## src/sv/rdnf_pkg.sv

```systemverilog
package rdnf_pkg;

    localparam int POS_W = 13;

    localparam logic [POS_W-1:0] ROW_SIZE_RESET = 13'd4096;

    typedef enum logic
    {
        OP_DELETE = 1'b0,
        OP_CLEAR  = 1'b1
    } rdnf_op_t;

    typedef struct packed
    {
        logic             left_found;
        logic [POS_W-1:0] left_pos;
        logic             right_found;
        logic [POS_W-1:0] right_pos;
    } rdnf_result_t;

endpackage

```

## src/sv/rdnf_result.sv

```systemverilog
module rdnf_result
    import rdnf_pkg::*;
(
    input  logic [POS_W-1:0] lend,
    input  logic [POS_W-1:0] rend,
    input  logic [POS_W-1:0] row_size,
    input  logic             zero,
    output rdnf_result_t     result
);

    logic [POS_W-1:0] lft;
    logic [POS_W:0]   rgt;
    logic             lfound;
    logic             rfound;

    always_comb
    begin
        lft    = lend - POS_W'(1);
        lfound = (lend >= POS_W'(2)) && (lft <= row_size);
        rgt    = {1'b0, rend} + (POS_W+1)'(1);
        rfound = (rgt <= {1'b0, row_size});

        if (zero)
        begin
            result = '0;
        end
        else
        begin
            result.left_found  = lfound;
            result.left_pos    = lfound ? lft : '0;
            result.right_found = rfound;
            result.right_pos   = rgt[POS_W-1:0];
        end
    end

endmodule

```

## config.mk

```make
export PLATFORM = sky130hd
export DESIGN_NAME = rdnf_result
export DESIGN_NICKNAME = d
export VERILOG_FILES = /design/src/sv/rdnf_pkg.sv /design/src/sv/rdnf_result.sv
export SDC_FILE = /design/constraint.sdc
export NUM_CORES = 1
export LEC_CHECK = 0
export BUFFER_PORTS_ARGS = -buffer_cell sky130_fd_sc_hd__buf_2
export CAP_MARGIN = 10
export CORE_ASPECT_RATIO = 1.1
export CORE_UTILIZATION = 48
export DETAILED_ROUTE_END_ITERATION = 16
export GPL_TIMING_DRIVEN = 0
export PLACE_DENSITY = 0.92
export RECOVER_POWER = 25
export SLEW_MARGIN = 15
export SYNTH_ARGS = -nofsm -noshare
export SYNTH_HDL_FRONTEND = slang
export SYNTH_SLANG_ARGS = --single-unit
```

## constraint.sdc

```tcl
create_clock -name vclk -period 2.1
set_clock_uncertainty 0.1 [all_clocks]
set_input_delay 0 -clock vclk [all_inputs]
set_output_delay 0 -clock vclk [all_outputs]
set_load 0.02 [all_outputs]
```

==> impl_metrics.json, run 1 <==
{
  "grt-worst-endpoint": "result[21]",
  "syn_nets": 242,
  "start_util_pct": 51.5,
  "synthSimpleGateAreaFrac_pct": 40.4,
  "die_h_um": 56.6,
  "synthAdderAreaFrac_pct": 27.9,
  "dp_hpwl_um": 2840,
  "status": "stopped before the end",
  "synth_xor_area_share_pct": 14.2,
  "grt_max_degree": 11,
  "place.gp.congestion": 0.743,
  "synth_mux_area_share_pct": 0,
  "avgSynthCellArea_sq_um": 7.51,
  "stop_stage": "global routing (5_1_grt)",
  "synthCells": 173,
  "synth_cell_type_count": 37,
  "endpoint_type": "primary output",
  "synth.yosys.warnings": 0,
  "first-error": "[ERROR DPL-0038] Utilization greater than 100%, impossible to legalize",
  "dieWidth_um": 51.6,
  "synth_compound_area_share_pct": 10.3,
  "fp-row-count": 19,
  "synth_top_family_by_area": "simple AND/OR/NAND/NOR gates",
  "syn-cell-area_sq_um": 1300,
  "port_buffers": 68,
  "yosysSeqAreaShare_pct": 0,
  "place_inst": 272,
  "ios": 68
}
per-stage QoR:
stage                     util, %  hold WS, ps  worst slack (ps)  setup TNS, ps  instance area, sq um
after CTS                    82.6          216              -290          -3830                  2080
after detailed placement     66.8          215              -475          -5680                  1680
after global placement       66.8          218              -429          -5570                  1680
after floorplan                 -        -52.4             -1.57          -11.0                  1310
repair_timing:
item,CTS
gates cloned,1
hold buffers,0
pin swaps,24
setup endpoints to repair,15
setup buffers,16
resized for setup,58
cell families after synthesis:
group / Yosys count
and+or+nand+nor: 82
adders and majority gates: 29
buffers and inverters: 22
xor gates and xnor gates: 21
AOI/OAI and AO/OA: 19
cells in the mapped netlist, types with 2 or more instances:
cell type / number / area, sq um
nor2b_2: 7 / 61.3
nand2b_1: 4 / 25.0
xor2_1: 8 / 70.1
nand3_1: 11 / 55.1
ha_1: 29 / 363
nand4_1: 3 / 18.8
nand2_1: 11 / 41.3
nor2b_1: 17 / 106
nand3_2: 2 / 20.0
inv_1: 19 / 71.3
xnor2_1: 13 / 114
and3_1: 4 / 25.0
nor4_1: 3 / 18.8
a21oi_1: 9 / 45.0
nor2_1: 5 / 18.8
nor3_1: 3 / 15.0
a41oi_1: 2 / 17.5
and4_1: 2 / 17.5
nor3_2: 2 / 20.0
nor2_2: 2 / 12.5
==> run 2: changes to the inputs <==
--- a/config.mk
+++ b/config.mk
@@ -7,11 +7,11 @@
 export LEC_CHECK = 0
 export BUFFER_PORTS_ARGS = -buffer_cell sky130_fd_sc_hd__buf_2
 export CAP_MARGIN = 10
-export CORE_ASPECT_RATIO = 1.1
-export CORE_UTILIZATION = 48
+export CORE_AREA = 2 2 63 65
 export DETAILED_ROUTE_END_ITERATION = 16
+export DIE_AREA = 0 0 65 67
 export GPL_TIMING_DRIVEN = 0
-export PLACE_DENSITY = 0.92
+export PLACE_DENSITY_LB_ADDON = 0.15
 export RECOVER_POWER = 25
 export SLEW_MARGIN = 15
 export SYNTH_ARGS = -nofsm -noshare
==> run 2 against run 1 <==
  * The flow now finishes, with violations (negative setup slack)
  * Synthesized cell count stayed put
  * Synthesized area stayed put
==> impl_metrics.json, run 2 <==
{
  "status": "complete, but fails checks",
  "failed_checks": "negative setup slack",
  "avgSynthCellArea_sq_um": 7.51,
  "power_density_nw_per_um2": 217,
  "drc": 0,
  "layout.cell_area.non_filler_sq_um": 2350,
  "critical_path_class": "input pin to output pin",
  "antenna_found_initial": 0,
  "holdCritStartpoint": "rend[0]",
  "timing.final.ws_setup_ps": -296,
  "synth.yosys.warnings": 0,
  "slew_headroom_pct": 70.2,
  "place.gp.congestion": 0.759,
  "fp-row-count": 22,
  "routedWlPerCell_um": 12.3,
  "crit_path_max_fanout": 4,
  "synthCells": 173,
  "dieArea_sq_um": 4360,
  "syn_nets": 242,
  "drive_gt1_share_pct": 54.6,
  "combPwrFrac_pct": 100.0,
  "area_growth_syn_to_layout_pct": 81.2,
  "dr.pass1.iters": 4,
  "die_h_um": 67,
  "fin_nets": 340,
  "synth_commonest_cells": "29 x ha_1, 19 x inv_1, 17 x nor2b_1",
  "p_sw_mw": 0.265,
  "vias": 1497,
  "wl_um": 3910,
  "yosysMostFrequentCell": "ha_1",
  "grt_pass1_wl_um": 6180,
  "holdPathEnd": "result[0]",
  "period_needed_ps": 2400,
  "final_common_cell": "buf_2",
  "rsz0062_at_grt": "true",
  "core_sq_um": 3610,
  "grt_max_degree": 11,
  "setup_viol": 15,
  "viasPerCell": 4.72,
  "max-vdd-ir-drop_mv": 0.0947,
  "seqPwrFrac_pct": 0,
  "p_leak_nw": 1.15,
  "syn-cell-area_sq_um": 1300,
  "port_buffers": 68,
  "worst_slew_pin_slew_ps": 446,
  "hold_buffers": 0,
  "postRouteAntennaNets": 0,
  "max_freq_mhz": 417,
  "utilization_pct": 65.3,
  "min_path_cells": 3,
  "yosysTopAreaCellShare_pct": 27.9,
  "slew_viol_final": 0,
  "clkPwrFrac_pct": 0,
  "grtUsageTotal_pct": 17.3,
  "placed_cell_area_sq_um": 1710,
  "ios": 68,
  "start_kind": "input pin",
  "grt_pass1_vias": 1461,
  "yosysSeqAreaShare_pct": 0,
  "dieWidth_um": 65,
  "synth_cell_type_count": 37,
  "worstSetupEndpointType": "output pin",
  "layout_common_cells": "40 x buf_2, 35 x buf_4, 26 x ha_1",
  "dp_hpwl_um": 2860,
  "initialDrtViolationCount": 22,
  "start_util_pct": 36.0,
  "synthTopCellsByArea": "ha_1 28%, xnor2_1 8.8%, nor2b_1 8.2%",
  "worstHoldPathType": "input pin to output pin",
  "register_area_sq_um": 0,
  "critPathArrivalTime_ps": 2300,
  "diodes": 0,
  "synth_largest_area_cell": "ha_1",
  "hold_viol": 0,
  "p_int_mw": 0.246,
  "grt-ovfl-total": 0,
  "crit_required_ps": 2000,
  "min_period_over_period_pct": 114,
  "clock_buffers": 0,
  "maxCapViolCount": 0,
  "seq_cells": 0,
  "swShare_pct": 51.8
}
run 2: cell counts after synthesis:
No cell type changed its count.
run 2: repair_timing:
| action | 4_1_cts | 5_1_grt |
|---|---|---|
| cloned | 1 | 0 |
| resized for setup | 63 | 36 |
| pin swaps | 37 | 15 |
| endpoints found under the setup margin | 15 | 15 |
| buffers inserted | 22 | 5 |
run 2: metal layers:
metal	vias up	GRT usage (%)	share of wire, %
li1	800	-	-
met1	661	22.8	45
met2	34	32.9	51
met3	2	0.507	3.6
met4	0	0.532	0.38
met5	-	0	0
run 2: critical path, stage by stage:
cell and delay [ps]:
buf_2 130, nor3_4 260, buf_6 140, nand3_2 90, nor3_2 140, xor2_1 260, ha_1 320, nand3_1 90
nand2_1 70, a41oi_2 210, o211ai_4 140, buf_6 150, nor2b_1 130, buf_4 160
run 2: power groups by stage:
stage          logic (mW)  clock network (mW)  registers, mW
3_3_place_gp        0.362                   0              0
5_1_grt             0.560                   0              0
3_5_place_dp        0.362                   0              0
2_1_floorplan       0.234                   0              0
4_1_cts             0.466                   0              0
6_report            0.511                   0              0
run 2: area by class of cell:
class | instances | area, sq um
Multi-Input combinational cell | 151 | 1490
Buffer | 2 | 18.8
Tap cell | 48 | 60.1
Fill cell | 306 | 1250
Inverter | 20 | 77.6
Timing Repair Buffer | 96 | 706
run 2: cells by family (layout without fill, tap and decap cells):
family / count (synthesis) / count (layout) / share of synthesized area, %
AOI/OAI and AO/OA: 19 / 19 / 10.3
xor gates and xnor gates: 21 / 21 / 14.2
adders and majority gates: 29 / 29 / 27.9
buffers and inverters: 22 / 118 / 7.22
and+or+nand+nor: 82 / 82 / 40.4
run 2: worst max path at each step:
stage / start / to / cells after the start
after global routing: lend[5] / result[19] / 14
final: lend[5] / result[19] / 14
after detailed placement: lend[0] / result[26] / 14
after CTS: lend[7] / result[19] / 13
after global placement: lend[0] / result[23] / 14
after floorplan: lend[8] / result[20] / 10
run 2: stage by stage:
stage	worst slack [ps]	cells	TNS [ps]	hold slack [ps]	total power [mW]
2_1_floorplan	-1.57	173	-11.0	-52.4	0.234
3_3_place_gp	-430	289	-5560	219	0.362
3_5_place_dp	-445	289	-5730	220	0.362
4_1_cts	-299	312	-3930	166	0.466
5_1_grt	-441	317	-5710	178	0.560
6_report	-296	317	-3680	171	0.511
Power figures use the tool's default switching activity.
